--- config.mk ---
export PLATFORM = sky130hd
export DESIGN_NAME = info_frame_receiver_with_ack_unit_flat
export DESIGN_NICKNAME = d
export VERILOG_FILES = /design/src/rtl/core/ifr_pkg.sv /design/src/rtl/core/ifr_if.sv /design/src/rtl/core/info_frame_receiver_with_ack_unit.sv /design/src/flat_wrapper.sv
export SDC_FILE = /design/constraint.sdc
export NUM_CORES = 1
export LEC_CHECK = 0
export ABC_AREA = 1
export BUFFER_PORTS_ARGS = -buffer_cell sky130_fd_sc_hd__buf_2
export CAP_MARGIN = 20
export CORE_MARGIN = 2
export CORE_UTILIZATION = 53
export DETAILED_ROUTE_END_ITERATION = 7
export GPL_TIMING_DRIVEN = 1
export PLACE_DENSITY = 0.84
export SYNTH_ARGS = -nofsm -noshare
export SYNTH_HDL_FRONTEND = slang
export SYNTH_SLANG_ARGS = --single-unit
--- constraint.sdc ---
create_clock -name clk -period 2.3 [get_ports clk]
set_input_delay 0.345 -clock clk [delete_from_list [all_inputs] [get_ports clk]]
set_output_delay 0.345 -clock clk [all_outputs]
set_load 0.03 [all_outputs]
--- src/rtl/core/ifr_pkg.sv ---
package ifr_pkg;

  // Framing bytes
  localparam logic [7:0] FLAG_BYTE  = 8'h7E;
  localparam logic [7:0] ADDR_BYTE  = 8'h03;
  localparam logic [7:0] CTRL_SEQ0  = 8'h00;
  localparam logic [7:0] CTRL_SEQ1  = 8'h40;
  localparam logic [7:0] ESC_BYTE   = 8'h7D;
  localparam logic [7:0] ESC_FLAG   = 8'h5E;
  localparam logic [7:0] ESC_ESC    = 8'h5D;

  // Reply control bytes
  localparam logic [7:0] REPLY_RR0  = 8'h05;
  localparam logic [7:0] REPLY_RR1  = 8'h85;
  localparam logic [7:0] REPLY_REJ0 = 8'h01;
  localparam logic [7:0] REPLY_REJ1 = 8'h81;

  // Result kinds
  localparam logic [1:0] KIND_PAYLOAD = 2'd0;
  localparam logic [1:0] KIND_ACCEPT  = 2'd1;
  localparam logic [1:0] KIND_BADCHK  = 2'd2;
  localparam logic [1:0] KIND_DUP     = 2'd3;

  localparam int unsigned LEN_OUT_W = 16;

  typedef struct packed {
    logic [1:0]           kind;
    logic [7:0]           data;
    logic [LEN_OUT_W-1:0] len;
  } result_t;

endpackage

--- src/rtl/core/ifr_if.sv ---
// Input byte channel
interface ifr_in_if;
  logic       valid;
  logic       ready;
  logic [7:0] rx_byte;

  modport source (output valid, output rx_byte, input ready);
  modport sink   (input valid, input rx_byte, output ready);
endinterface

// Result channel
interface ifr_out_if;
  logic        valid;
  logic        ready;
  logic [1:0]  out_kind;
  logic [7:0]  out_byte;
  logic [15:0] payload_length;

  modport source (output valid, output out_kind, output out_byte,
                  output payload_length, input ready);
  modport sink   (input valid, input out_kind, input out_byte,
                  input payload_length, output ready);
endinterface

--- src/rtl/core/info_frame_receiver_with_ack_unit.sv ---
// Stop-and-wait information frame receiver. Raw line bytes come in on in_ch,
// one per transfer; the unit finds the header (flag, address, control with
// the sequence bit, header check), removes escape stuffing and passes the
// payload out on out_ch one byte late (a duplicate's payload is withheld), so
// the trailing XOR check byte is never shown as payload. On the closing flag
// it gives one verdict (accepted, bad check or duplicate) with the reply control
// byte and the saturated payload length. One byte is taken every cycle as long
// as out_ch keeps up: the byte sits in an input register, the whole frame state
// updates in a single pass, and any result lands in the output register when
// the byte leaves the input register, which waits while out_ch holds back.
// Throughput is bounded only by out_ch backpressure.
module info_frame_receiver_with_ack_unit #(
  parameter int unsigned LENGTH_BITS = 16
) (
  input  logic      clk,
  input  logic      rst_n,
  ifr_in_if.sink    in_ch,
  ifr_out_if.source out_ch
);

  localparam logic [LENGTH_BITS-1:0] COUNT_MAX = '1;

  // Receive phase codes
  localparam logic [2:0] PH_HUNT = 3'd0;
  localparam logic [2:0] PH_FLAG = 3'd1;
  localparam logic [2:0] PH_ADDR = 3'd2;
  localparam logic [2:0] PH_CTRL = 3'd3;
  localparam logic [2:0] PH_DATA = 3'd4;
  localparam logic [2:0] PH_ESC  = 3'd5;

  // Input register
  logic       s1_vld_r;
  logic [7:0] s1_byte_r;
  logic       s1_adv;

  // Frame state
  logic [2:0]             phase_r, phase_nxt;
  logic                   fseq_r, fseq_nxt;
  logic                   eseq_r, eseq_nxt;
  logic [7:0]             xor_r, xor_nxt;
  logic [7:0]             held_r, held_nxt;
  logic                   held_vld_r, held_vld_nxt;
  logic [LENGTH_BITS-1:0] cnt_r, cnt_nxt;

  // Output register
  logic                out_vld_r;
  ifr_pkg::result_t    res_r, res_nxt;
  logic                emit;

  // Per-byte work
  logic        take;
  logic [7:0]  take_data;
  logic        clear;
  logic [31:0] cnt_ext;
  logic [15:0] len_sat;

  assign s1_adv      = s1_vld_r && (!out_vld_r || out_ch.ready);
  assign in_ch.ready = !s1_vld_r || s1_adv;

  assign cnt_ext = 32'(cnt_r);
  assign len_sat = (cnt_ext > 32'h0000_FFFF) ? 16'hFFFF : cnt_ext[15:0];

  // Next-state and result for the byte in the input register
  always_comb begin
    phase_nxt    = phase_r;
    fseq_nxt     = fseq_r;
    eseq_nxt     = eseq_r;
    xor_nxt      = xor_r;
    held_nxt     = held_r;
    held_vld_nxt = held_vld_r;
    cnt_nxt      = cnt_r;
    emit         = 1'b0;
    res_nxt      = '0;
    take         = 1'b0;
    take_data    = s1_byte_r;
    clear        = 1'b0;

    case (phase_r)
      PH_FLAG: begin
        if (s1_byte_r == ifr_pkg::ADDR_BYTE) begin
          phase_nxt = PH_ADDR;
        end else if (s1_byte_r == ifr_pkg::FLAG_BYTE) begin
          phase_nxt = PH_FLAG;
        end else begin
          phase_nxt = PH_HUNT;
        end
      end
      PH_ADDR: begin
        if (s1_byte_r == ifr_pkg::CTRL_SEQ0 || s1_byte_r == ifr_pkg::CTRL_SEQ1) begin
          fseq_nxt  = (s1_byte_r == ifr_pkg::CTRL_SEQ1);
          phase_nxt = PH_CTRL;
        end else if (s1_byte_r == ifr_pkg::FLAG_BYTE) begin
          phase_nxt = PH_FLAG;
        end else begin
          phase_nxt = PH_HUNT;
        end
      end
      PH_CTRL: begin
        // header check is address XOR control
        if (s1_byte_r == (ifr_pkg::ADDR_BYTE ^
                          (fseq_r ? ifr_pkg::CTRL_SEQ1 : ifr_pkg::CTRL_SEQ0))) begin
          clear     = 1'b1;
          phase_nxt = PH_DATA;
        end else begin
          phase_nxt = PH_HUNT;
        end
      end
      PH_DATA: begin
        if (s1_byte_r == ifr_pkg::FLAG_BYTE) begin
          // closing flag: verdict
          emit        = 1'b1;
          res_nxt.len = len_sat;
          if (fseq_r != eseq_r) begin
            res_nxt.kind = ifr_pkg::KIND_DUP;
            res_nxt.data = eseq_r ? ifr_pkg::REPLY_REJ1 : ifr_pkg::REPLY_REJ0;
          end else if (held_vld_r && xor_r == held_r) begin
            res_nxt.kind = ifr_pkg::KIND_ACCEPT;
            res_nxt.data = fseq_r ? ifr_pkg::REPLY_RR0 : ifr_pkg::REPLY_RR1;
            eseq_nxt     = ~eseq_r;
          end else begin
            res_nxt.kind = ifr_pkg::KIND_BADCHK;
            res_nxt.data = fseq_r ? ifr_pkg::REPLY_REJ1 : ifr_pkg::REPLY_REJ0;
          end
          phase_nxt = PH_HUNT;
          clear     = 1'b1;
        end else if (s1_byte_r == ifr_pkg::ESC_BYTE) begin
          phase_nxt = PH_ESC;
        end else begin
          take = 1'b1;
        end
      end
      PH_ESC: begin
        phase_nxt = PH_DATA;
        if (s1_byte_r == ifr_pkg::ESC_FLAG) begin
          take      = 1'b1;
          take_data = ifr_pkg::FLAG_BYTE;
        end else if (s1_byte_r == ifr_pkg::ESC_ESC) begin
          take      = 1'b1;
          take_data = ifr_pkg::ESC_BYTE;
        end
      end
      default: begin
        phase_nxt = (s1_byte_r == ifr_pkg::FLAG_BYTE) ? PH_FLAG : PH_HUNT;
      end
    endcase

    if (clear) begin
      xor_nxt      = '0;
      held_nxt     = '0;
      held_vld_nxt = 1'b0;
      cnt_nxt      = '0;
    end

    // release the held byte, hold the new one
    if (take) begin
      if (held_vld_r) begin
        if (fseq_r == eseq_r) begin
          emit         = 1'b1;
          res_nxt.kind = ifr_pkg::KIND_PAYLOAD;
          res_nxt.data = held_r;
          res_nxt.len  = '0;
        end
        xor_nxt = xor_r ^ held_r;
        if (cnt_r != COUNT_MAX) begin
          cnt_nxt = cnt_r + 1'b1;
        end
      end
      held_nxt     = take_data;
      held_vld_nxt = 1'b1;
    end
  end

  // Input register
  always_ff @(posedge clk) begin
    if (!rst_n) begin
      s1_vld_r <= 1'b0;
    end else if (in_ch.ready) begin
      s1_vld_r <= in_ch.valid;
    end
  end

  always_ff @(posedge clk) begin
    if (in_ch.ready && in_ch.valid) begin
      s1_byte_r <= in_ch.rx_byte;
    end
  end

  // Frame state update
  always_ff @(posedge clk) begin
    if (!rst_n) begin
      phase_r    <= PH_HUNT;
      fseq_r     <= 1'b0;
      eseq_r     <= 1'b0;
      xor_r      <= '0;
      held_r     <= '0;
      held_vld_r <= 1'b0;
      cnt_r      <= '0;
    end else if (s1_adv) begin
      phase_r    <= phase_nxt;
      fseq_r     <= fseq_nxt;
      eseq_r     <= eseq_nxt;
      xor_r      <= xor_nxt;
      held_r     <= held_nxt;
      held_vld_r <= held_vld_nxt;
      cnt_r      <= cnt_nxt;
    end
  end

  // Output register
  always_ff @(posedge clk) begin
    if (!rst_n) begin
      out_vld_r <= 1'b0;
    end else if (s1_adv && emit) begin
      out_vld_r <= 1'b1;
    end else if (out_ch.ready) begin
      out_vld_r <= 1'b0;
    end
  end

  always_ff @(posedge clk) begin
    if (s1_adv && emit) begin
      res_r <= res_nxt;
    end
  end

  assign out_ch.valid          = out_vld_r;
  assign out_ch.out_kind       = res_r.kind;
  assign out_ch.out_byte       = res_r.data;
  assign out_ch.payload_length = res_r.len;

`ifndef ASSERT_OFF
  // payload transfers carry no length
  a_payload_len: assert property (@(posedge clk) disable iff (!rst_n)
    out_vld_r && res_r.kind == ifr_pkg::KIND_PAYLOAD |-> res_r.len == '0)
    else $error("payload result with nonzero length");

  // the count only moves once a byte is held
  a_cnt_held: assert property (@(posedge clk) disable iff (!rst_n)
    !held_vld_r |-> cnt_r == '0)
    else $error("byte count nonzero with no held byte");

  // any verdict returns to hunting
  a_verdict_hunt: assert property (@(posedge clk) disable iff (!rst_n)
    s1_adv && emit && res_nxt.kind != ifr_pkg::KIND_PAYLOAD |=> phase_r == PH_HUNT)
    else $error("verdict did not return to hunting");

  // an accepted frame flips the expected sequence bit
  a_accept_toggle: assert property (@(posedge clk) disable iff (!rst_n)
    s1_adv && emit && res_nxt.kind == ifr_pkg::KIND_ACCEPT |=> eseq_r != $past(eseq_r))
    else $error("expected sequence not toggled on accept");
`endif

endmodule
--- src/flat_wrapper.sv ---
// flat-port wrapper written by rule: the top's interface ports become plain ports
module info_frame_receiver_with_ack_unit_flat 
#(
  parameter int unsigned LENGTH_BITS = 16
)
  (clk, rst_n, in_ch_valid, in_ch_rx_byte, in_ch_ready, out_ch_valid, out_ch_out_kind, out_ch_out_byte, out_ch_payload_length, out_ch_ready);
  ifr_in_if in_ch_i ();
  ifr_out_if out_ch_i ();
  input  logic clk;
  input  logic rst_n;
  input wire logic [$bits(in_ch_i.valid)-1:0] in_ch_valid;
  input wire logic [$bits(in_ch_i.rx_byte)-1:0] in_ch_rx_byte;
  output wire logic [$bits(in_ch_i.ready)-1:0] in_ch_ready;
  output wire logic [$bits(out_ch_i.valid)-1:0] out_ch_valid;
  output wire logic [$bits(out_ch_i.out_kind)-1:0] out_ch_out_kind;
  output wire logic [$bits(out_ch_i.out_byte)-1:0] out_ch_out_byte;
  output wire logic [$bits(out_ch_i.payload_length)-1:0] out_ch_payload_length;
  input wire logic [$bits(out_ch_i.ready)-1:0] out_ch_ready;
  assign in_ch_i.valid = in_ch_valid;
  assign in_ch_i.rx_byte = in_ch_rx_byte;
  assign in_ch_ready = in_ch_i.ready;
  assign out_ch_valid = out_ch_i.valid;
  assign out_ch_out_kind = out_ch_i.out_kind;
  assign out_ch_out_byte = out_ch_i.out_byte;
  assign out_ch_payload_length = out_ch_i.payload_length;
  assign out_ch_i.ready = out_ch_ready;
  info_frame_receiver_with_ack_unit #(.LENGTH_BITS(LENGTH_BITS)) u_core (.clk(clk), .rst_n(rst_n), .in_ch(in_ch_i), .out_ch(out_ch_i));
endmodule
[Word level (Yosys, flattened, before mapping)]
Index checks and enable logic that the tools add are counted.
Storage, ports and cells
  output and inout bits: 28
  register bits after elaboration: 74
  logic and storage cells: 99
Operators by class
  bitwise logic cells: 4
  add/sub/neg operators: 1
  order comparisons: 1
  multiplexer cells: 47
  reductions and logical operators: 16
  equal/unequal tests: 17
Operator list (count)
  $mux W26: 5
  $mux W8: 11
  $mux W16: 5
  $eq A8 B7 Y1 const B: 5
  $mux W10: 2
  $add A16 B1 Y16 const B: 1
  $eq A8 B8 Y1: 2
  $gt A16 B16 Y1 const B: 1
  $ne A16 B16 Y1 const B: 1
  $mux W1: 15
  $mux W3: 5
  $pmux W3 S5: 1
  $eq A8 B2 Y1 const B: 1
  $logic_not A8 Y1: 1
  $xor A8 B8 Y8: 1
  $mux W7: 1
  $eq A3 B2 Y1 const B: 2
  $eq A3 B3 Y1 const B: 2
  $reduce_and A5 Y1: 1
  $logic_and A1 B1 Y1: 4
  $pmux W1 S2: 2
  $reduce_and A2 Y1: 2
  $reduce_bool A2 Y1: 2
  $eq A3 B1 Y1 const B: 1
  other kinds (8): 12

[Depth between registers and ports, before layout]
Gate-level depths: netlist of run 1.
  depth in word-level cells: 9
  gate-level depth with buffers: 13
  mapped depth without buffers: 12

[Least setup slack after synthesis of run 1]
Ideal clock, no wire load.
  path type: register to register
  from: register u_core.s1_byte_r[7]
  to: register u_core.res_r, in the netlist u_core.out_ch.out_byte[0] (enable)
  clock period less this slack: 2.217 ns
  arrival: 1.836 ns
  setup time: 0.381 ns
  required time: 1.919 ns
  setup slack: 0.083 ns
  cell stages (with the launch flop): 11
  cell sequence: edfxtp_1 -> inv_1 -> nand2_2 -> nor2_1 -> nand2_1 -> inv_1 -> nand2_1 -> buf_2 -> o211ai_1 -> nand3_1 -> inv_1
On the way
  cells in the longest elaborated chain, start to end: 7
  elaborated cells on any way between the ends: 15
  those cells by class: 4 x eq/ne; 10 x mux; 1 x reduce/logical
Ends and longest elaborated chain
  start: declaration: line info_frame_receiver_with_ack_unit.sv:33  | logic [7:0] s1_byte_r;
  start signal: assignment: line info_frame_receiver_with_ack_unit.sv:184  | s1_byte_r <= in_ch.rx_byte;
  $eq A8 B7 Y1: line info_frame_receiver_with_ack_unit.sv:109  | if (s1_byte_r == ifr_pkg::FLAG_BYTE) begin
  $mux W1: line info_frame_receiver_with_ack_unit.sv:109
  $mux W1: line info_frame_receiver_with_ack_unit.sv:78  | case (phase_r)
  $mux W1: line info_frame_receiver_with_ack_unit.sv:157  | if (fseq_r == eseq_r) begin
  $mux W1: line info_frame_receiver_with_ack_unit.sv:156  | if (held_vld_r) begin
  $mux W1 *: line info_frame_receiver_with_ack_unit.sv:155  | if (take) begin
  $logic_and A1 B1 Y1 *: line info_frame_receiver_with_ack_unit.sv:221  | if (s1_adv && emit) begin
  end signal: assignment: line info_frame_receiver_with_ack_unit.sv:222  | res_r <= res_nxt;
  end: declaration: line info_frame_receiver_with_ack_unit.sv:47  | ifr_pkg::result_t res_r, res_nxt;
Every way passes the cells marked *; elsewhere a longest branch is shown, timed or not.
A chain may end at the register's enable or synchronous reset.

[Worst setup path after layout of run 1]
  from: register u_core.s1_byte_r[1]
  to: register u_core.res_r, in the netlist u_core.out_ch.payload_length[1] (enable)
The elaborated chain is that of the path after synthesis.

==> out/results.md, run 1 <==
| Metric | Value | Unit |
|---|---|---|
| Residual overflow from global routing | 0 | - |
| Detailed router's first-iteration violation count | 329 | - |
| Synth async-reset ratio | 0 | - |
| Synthesis warning total | 0 | - |
| Power per unit of standard cell area | 627 | nW/um^2 |
| Setup tns final | 0 | ps |
| Clock network fraction of total power | 0.415 | - |
| Reg power frac | 0.537 | - |
| Overall via count from detail_route | 3,241 | - |
| Top post-synthesis cells by area | sky130_fd_sc_hd__edfxtp_1 27%, sky130_fd_sc_hd__dfxtp_1 22%, sky130_fd_sc_hd__nand2_1 11% | - |
| Hold slack final | 164 | ps |
| Fraction of layout instances using a drive strength above 1 | 0.149 | - |
| Mapped Avg Cell Area | 7.72 | um^2 |
| Flops & latches, synth | 74 | - |
| Area grow syn2layout | 13.5 | % |
| Total number of H-tree levels | 3 | - |
| Worst-case clock skew | 10.1 | ps |
| Detail Placement HPWL | 5680 | um |
| Number of clock sinks seen by CTS | 74 | - |
| Ports | 40 | - |
| Main flop type after synthesis | sky130_fd_sc_hd__dfxtp_1 | - |
| Number of max-slew violations in the final report | 0 | - |
| DRC violations left | 0 | - |
| Effective utilization at floorplan | 0.548 | - |
| Final setup vio count | 0 | - |
| Bufs on Longest Clock Path | 2 | - |
| Final critical delay including setup and external delays | 2070 | ps |
| Core Area | 6790 | um^2 |
| Post-CTS clock slew at the launch and capture registers of the worst setup and hold paths | 80 | ps |
| Worst ir drop on vdd | 0.315 | mV |
| Worst EP arrival | 2100 | ps |
| Top cell types by occurrence after synthesis | 106 x sky130_fd_sc_hd__nand2_1, 76 x sky130_fd_sc_hd__nor2_1, 56 x sky130_fd_sc_hd__inv_1 | - |
| Clock tree root driver cell | sky130_fd_sc_hd__clkbuf_8 | - |
| Post-detailed-routing wire length | 8050 | um |
| Die span in y | 87.8 | um |
| Pre-antenna DRT Iters | 5 | - |
| Syn nets | 495 | - |
| Post-DRT Antenna Nets | 0 | - |
| Fraction of power consumed by combinational cells | 0.048 | - |
| Switching share of total power | 0.226 | - |
| Synth top area share | 0.274 | - |
| Post-synthesis cell type with the largest combined area | sky130_fd_sc_hd__edfxtp_1 | - |
| Antenna diodes | 0 | - |
| Vias per inst | 5.18 | - |
| Die area | 7710 | um^2 |
| Kind of path behind the tightest hold check | in2reg | - |
| Count of flip-flops with a built-in enable after synthesis | 34 | - |
| Count of filler cells inserted in the layout | 589 | - |
| Post-synthesis cell count | 482 | - |
| Number of buffers inserted by port buffering | 39 | - |
| Leak pwr | 1.59 | nW |
| First-pass GRT wire length | 13,500 | um |
| Number of distinct library cells after synthesis | 32 | - |
| Net switching power of the design | 598 | uW |
| Count of nets after finishing | 538 | - |
| Sequential cell area fraction in the yosys report | 0.490 | - |
| Outcome | complete, no violations | - |
| Max Clock Freq | 0.482 | GHz |
| Endpoints failing hold | 0 | - |
| Number of antenna violations at the first check in global routing | 0 | - |
| CTS tree | yes | - |
| Critical path type | reg2reg | - |
| Maximum fanout along the worst path | 26 | - |
| Required @ worst endpoint | 2320 | ps |
| Startpoint Class | flop | - |
| Worst slew slack as a fraction of its limit | 0.642 | - |
| Most frequent cell after synthesis | sky130_fd_sc_hd__nand2_1 | - |
| Unrepaired setup endpoints after global routing | false | - |
| Number of global-route vias before repair | 2,940 | - |
| Kind of capture point of the worst setup path | flop | - |
| Final RePlAce weighted congestion | 0.904 | - |
| Synthesized area | 3720 | um^2 |
| Total of hold buffers inserted after clock tree synthesis | 0 | - |
| Number of standard-cell rows in the floorplan | 30 | - |
| Share of the clock period used by the worst path | 0.902 | - |
| Total CTS buffers | 9 | - |
| Average wire per standard cell | 12.9 | um |
| Pin count of the biggest net entering global routing | 29 | - |
| Number of max-cap violations | 0 | - |
| Worst slew pin tran | 537 | ps |
| Overall Global Routing Usage | 0.227 | - |
| Clock latency of the later-clocked register in the worst-skew pair | 350 | ps |
| X dimension of the die | 87.8 | um |
| Cell internal power dissipation | 2.05 | mW |
[timing repair]
item / 4_1_cts / 5_1_grt
endpoints found under the setup margin: 0 / 11
setup buffers: 0 / 0
gates resized for setup: 0 / 1
[registers in the layout, summed over array words and instances, names as in the netlist]
signal	cells
u_core.held_vld_r	1
u_core.out_ch.valid	1
u_core.out_ch.out_byte	8
u_core.phase_r	3
u_core.cnt_r	16
u_core.eseq_r	1
u_core.out_ch.out_kind	2
u_core.held_r	8
u_core.s1_byte_r	8
u_core.fseq_r	1
u_core.xor_r	8
u_core.out_ch.payload_length	16
u_core.s1_vld_r	1
[per-layer routing]
layer	global-route usage	share of wire	up-vias
li1	-	-	1641
met1	0.312	0.45	1448
met2	0.351	0.46	140
met3	0.0537	0.076	12
met4	0.0825	0.015	0
met5	0	0	-
[stage by stage]
stage,util,power (mW),area (um^2),instances,worst slack (ps)
2_1_floorplan,-,1.53,3720,482,83.4
3_3_place_gp,0.590,1.57,4010,610,328
3_5_place_dp,0.590,1.57,4010,610,247
4_1_cts,0.621,2.66,4220,626,224
5_1_grt,0.622,2.74,4220,626,76.7
6_report,0.622,2.65,4220,626,226
[layout by cell type (no fill, tap or decap), types with 3 or more instances in the layout]
master	instances
sky130_fd_sc_hd__nand4_1	7
sky130_fd_sc_hd__inv_2	5
sky130_fd_sc_hd__o21ai_0	18
sky130_fd_sc_hd__edfxtp_1	34
sky130_fd_sc_hd__buf_2	39
sky130_fd_sc_hd__nand2_4	3
sky130_fd_sc_hd__dfxtp_1	40
sky130_fd_sc_hd__or2_2	4
sky130_fd_sc_hd__buf_4	5
sky130_fd_sc_hd__nor3_1	4
sky130_fd_sc_hd__nand3_1	41
sky130_fd_sc_hd__clkbuf_8	9
sky130_fd_sc_hd__nor2_1	76
sky130_fd_sc_hd__xor2_1	14
sky130_fd_sc_hd__inv_1	56
sky130_fd_sc_hd__nand2_1	105
sky130_fd_sc_hd__nand2_2	3
sky130_fd_sc_hd__xnor2_1	6
sky130_fd_sc_hd__a21oi_1	40
[cell type report]
type | instances | area (um^2) | share of cell area
Sequential cell | 74 | 1820 | 0.431
Multi-Input combinational cell | 334 | 1600 | 0.380
Clock buffer | 11 | 131 | 0.0311
Inverter | 62 | 233 | 0.0551
Timing Repair Buffer | 44 | 233 | 0.0551
Tap cell | 96 | 120 | 0.0284
Clock inverter | 5 | 81.3 | 0.0193
[cells by family after synthesis]
logic type | share of synthesized area
AND/OR/NAND/NOR | 0.291
buffers and inverters | 0.0800
flip-flops | 0.490
AO/OA/AOI/OAI | 0.0888
XOR/XNOR | 0.0471
adder cells (fa/ha/maj) | 0.00336
[worst paths after layout]
path	slack, ps	startpoint	cells past startpoint	endpoint
max	230	u_core.s1_byte_r[1]	10	u_core.out_ch.payload_length[1]
min	160	in_ch_rx_byte[6]	1	u_core.s1_byte_r[6]
max reg2reg	230	u_core.s1_byte_r[1]	10	u_core.out_ch.payload_length[1]
min reg2reg	480	u_core.held_r[7]	2	u_core.held_r[7]
[power by group through the flow]
| stage | registers (mW) | logic (mW) | clock network (mW) |
|---|---|---|---|
| final | 1.42 | 0.127 | 1.10 |
| after global routing | 1.42 | 0.144 | 1.17 |
| after CTS | 1.42 | 0.125 | 1.11 |
| after detailed placement | 1.45 | 0.123 | 0 |
| after global placement | 1.45 | 0.119 | 0 |
| after floorplan | 1.44 | 0.0919 | 0 |
[critical path, cell delays in order (launching register included)]
cell,delay (ps)
sky130_fd_sc_hd__edfxtp_1,440
sky130_fd_sc_hd__inv_1,100
sky130_fd_sc_hd__nand2_1,70
sky130_fd_sc_hd__a21oi_1,200
sky130_fd_sc_hd__nand2_2,110
sky130_fd_sc_hd__nand2_4,160
sky130_fd_sc_hd__inv_1,90
sky130_fd_sc_hd__nand2_1,60
sky130_fd_sc_hd__nand3_1,110
sky130_fd_sc_hd__inv_1,80
sky130_fd_sc_hd__buf_4,310
Note: power is estimated with default switching activity, not from simulation.
==> run 2, diff against run 1 <==
==> constraint.sdc (replaced) <==
create_clock -name clk -period 1.7 [get_ports clk]
set_input_delay 0.255 -clock clk [delete_from_list [all_inputs] [get_ports clk]]
set_output_delay 0.255 -clock clk [all_outputs]
set_load 0.03 [all_outputs]
==> out/results.md, run 2 (synthesis gave the netlist of run 1 again) <==
| Metric | Value | Unit | vs previous |
|---|---|---|---|
| Kind of path behind the tightest hold check | in2reg | - | unchanged |
| Total number of H-tree levels | 3 | - | unchanged |
| Bufs on Longest Clock Path | 2 | - | unchanged |
| Leak pwr | 1.90 | nW | was 1.59 nW |
| Most frequent standard cell in the layout excluding fill and tap cells | sky130_fd_sc_hd__nand2_1 | - | unchanged |
| Unrepaired setup endpoints after global routing | true | - | was false |
| Number of placed instances with taps included | 643 | - | was 610 |
| Core Area | 6790 | um^2 | unchanged |
| Number of antenna violations at the first check in global routing | 0 | - | unchanged |
| Worst slew pin tran | 639 | ps | was 537 ps |
| Post-CTS clock slew at the launch and capture registers of the worst setup and hold paths | 70 | ps | was 80 ps |
| Fraction of layout instances using a drive strength above 1 | 0.347 | - | was 0.149 |
| Final critical delay including setup and external delays | 1820 | ps | was 2070 ps |
| Startpoint of the worst-slack reg-to-reg timing path | u_core.s1_byte_r[1] | - | unchanged |
| X dimension of the die | 87.8 | um | unchanged |
| PnR Total Power | 3.46 | mW | was 2.65 mW |
| Count of nets after finishing | 588 | - | was 538 |
| Post-detailed-routing wire length | 10,000 | um | was 8050 um |
| Pre-antenna DRT Iters | 5 | - | unchanged |
| Power per unit of standard cell area | 696 | nW/um^2 | was 627 nW/um^2 |
| Clock latency of the later-clocked register in the worst-skew pair | 360 | ps | was 350 ps |
| Effective utilization at floorplan | 0.548 | - | unchanged |
| Detail Placement HPWL | 5860 | um | was 5680 um |
| Slowest-stage cell, CP | sky130_fd_sc_hd__edfxtp_1 | - | unchanged |
| Layout Cell Area excl Fill | 4970 | um^2 | was 4220 um^2 |
| Number of buffers inserted by port buffering | 39 | - | unchanged |
| Slowest stage delay, CP | 440 | ps | about the same |
| Clock tree root driver cell | sky130_fd_sc_hd__clkbuf_8 | - | unchanged |
| Max Clock Freq | 0.549 | GHz | was 0.482 GHz |
| First-pass GRT wire length | 13,800 | um | was 13,500 um |
| Worst-case clock skew | 10.5 | ps | was 10.1 ps |
| Area grow syn2layout | 33.6 | % | was 13.5% |
| Non-filler instance count after layout | 676 | - | was 626 |
| Critical path startpoint | u_core.s1_byte_r[1] | - | unchanged |
| Outcome | complete, but fails checks | - | was complete, no violations |
| Worst slew slack as a fraction of its limit | 0.573 | - | was 0.642 |
| Endpoints failing hold | 0 | - | unchanged |
| Share of the clock period used by the worst path | 1.07 | - | was 0.902 |
| Cell-by-cell listing of the critical path | buf_6 > nand2_4 > nor2_4 > nand2_2 > nand3_2 > nand2_4 > inv_2 > nand2_2 > nand3_2 > clkinvlp_4 > buf_12 | - | was inv_1 > nand2_1 > a21oi_1 > nand2_2 > nand2_4 > inv_1 > nand2_1 > nand3_1 > inv_1 > buf_4 |
| Post-DRT Antenna Nets | 0 | - | unchanged |
| Required @ worst endpoint | 1760 | ps | was 2320 ps |
| Hold slack final | 64.3 | ps | was 164 ps |
| Maximum fanout along the worst path | 26 | - | unchanged |
| Number of clock sinks seen by CTS | 74 | - | unchanged |
| DP Worst Slack | -146 | ps | was 247 ps |
| Ports | 40 | - | unchanged |
| Total CTS buffers | 9 | - | unchanged |
| Overall Global Routing Usage | 0.231 | - | was 0.227 |
| Vias per inst | 5.51 | - | was 5.18 |
| Worst min-delay path startpoint | in_ch_rx_byte[5] | - | was in_ch_rx_byte[6] |
| Average wire per standard cell | 14.8 | um | was 12.9 um |
| Commonest non-fill, non-tap cells in the layout | 82 x sky130_fd_sc_hd__nand2_1, 66 x sky130_fd_sc_hd__nor2_1, 45 x sky130_fd_sc_hd__inv_1 | - | was 105 x sky130_fd_sc_hd__nand2_1, 76 x sky130_fd_sc_hd__nor2_1, 56 x sky130_fd_sc_hd__inv_1 |
| Die span in y | 87.8 | um | unchanged |
| Worst ir drop on vdd | 0.491 | mV | was 0.315 mV |
| Residual overflow from global routing | 0 | - | unchanged |
| Number of global-route vias before repair | 3,097 | - | was 2,940 |
| Number of buffers and inverters on the critical path | 4 | - | unchanged |
| Pin count of the biggest net entering global routing | 29 | - | unchanged |
| Final RePlAce weighted congestion | 0.886 | - | was 0.904 |
| Count of filler cells inserted in the layout | 444 | - | was 589 |
| Number of max-slew violations in the final report | 0 | - | unchanged |
| Detailed router's first-iteration violation count | 575 | - | was 329 |
| Total of hold buffers inserted after clock tree synthesis | 0 | - | unchanged |
| Area taken by flip-flops and latches | 1830 | um^2 | was 1820 um^2 |
| Instance area at placement | 4290 | um^2 | was 4010 um^2 |
| Violations in the final reports | setup timing | - |  |
| Setup ws final | -122 | ps | was 226 ps |
| Startpoint Class | flop | - | unchanged |
| Critical path type | reg2reg | - | unchanged |
| Area taken by multi-input logic gates | 1890 | um^2 | was 1600 um^2 |
| Die area | 7710 | um^2 | unchanged |
| Overall via count from detail_route | 3,722 | - | was 3,241 |
| Number of standard-cell rows in the floorplan | 30 | - | unchanged |
| Worst EP arrival | 1880 | ps | was 2100 ps |
| CTS tree | yes | - | unchanged |
| Antenna diodes | 0 | - | unchanged |
| DRC violations left | 0 | - | unchanged |
| Final setup vio count | 42 | - | was 0 |
| Number of max-cap violations | 0 | - | unchanged |
| Kind of capture point of the worst setup path | flop | - | unchanged |
| Crit path max-delay family | simple AND/OR/NAND/NOR gates | - | was buffers and inverters |
run 2: cell types whose count changed in the layout (fill, tap and decap cells not counted), moves of 8 or more:
cell	previous run	this run
sky130_fd_sc_hd__inv_1	56	45
sky130_fd_sc_hd__nor2_1	76	66
sky130_fd_sc_hd__nand2_1	105	82
sky130_fd_sc_hd__inv_2	5	13
sky130_fd_sc_hd__a21oi_2	0	11
sky130_fd_sc_hd__buf_6	0	8
sky130_fd_sc_hd__buf_4	5	40
sky130_fd_sc_hd__a21oi_1	40	29
sky130_fd_sc_hd__nand2_2	3	17
run 2: area by class of cell:
| class | instances | area share |
|---|---|---|
| clock buffer | 13 | 0.0322 |
| clock inverter | 3 | 0.00478 |
| inverter | 62 | 0.0514 |
| multi-input combinational | 335 | 0.381 |
| sequential | 74 | 0.369 |
| tap | 96 | 0.0242 |
| timing repair buffer | 92 | 0.135 |
| timing repair inverter | 1 | 0.00227 |
run 2: through the flow:
step,setup TNS (ps),utilization
CTS,-1070,0.673
global placement,-1880,0.632
finish,-3530,0.731
detailed placement,-4200,0.632
global route,-8770,0.731
floorplan,-6450,-
run 2: worst paths after layout:
kind / end / slack [ps] / cells past startpoint
setup reg to reg: u_core.out_ch.payload_length[12] / -120 / 11
hold reg to reg: u_core.xor_r[7] / 500 / 2
hold / removal: u_core.s1_byte_r[5] / 60 / 1
setup / recovery: u_core.out_ch.payload_length[12] / -120 / 11
run 2: power breakdown:
group	total [mW]	internal, mW	switching [mW]
Combinational	0.264	0.102	0.162
Clock	1.28	0.623	0.656
Sequential	1.92	1.88	0.0344
Total	3.46	2.61	0.853
run 2: what timing repair did:
item	CTS	global route
cloned	1	1
pin swaps	3	25
setup buffers	5	10
endpoints found under the setup margin	60	72
gates resized for setup	15	100
run 2: routing by layer:
metal	wire length [um]	up-vias	track usage	part of all wire
li1	-	1733	-	-
met1	4080	1723	0.311	0.41
met2	4840	217	0.365	0.48
met3	839	49	0.0566	0.084
met4	273	0	0.0783	0.027
met5	0	-	0	0
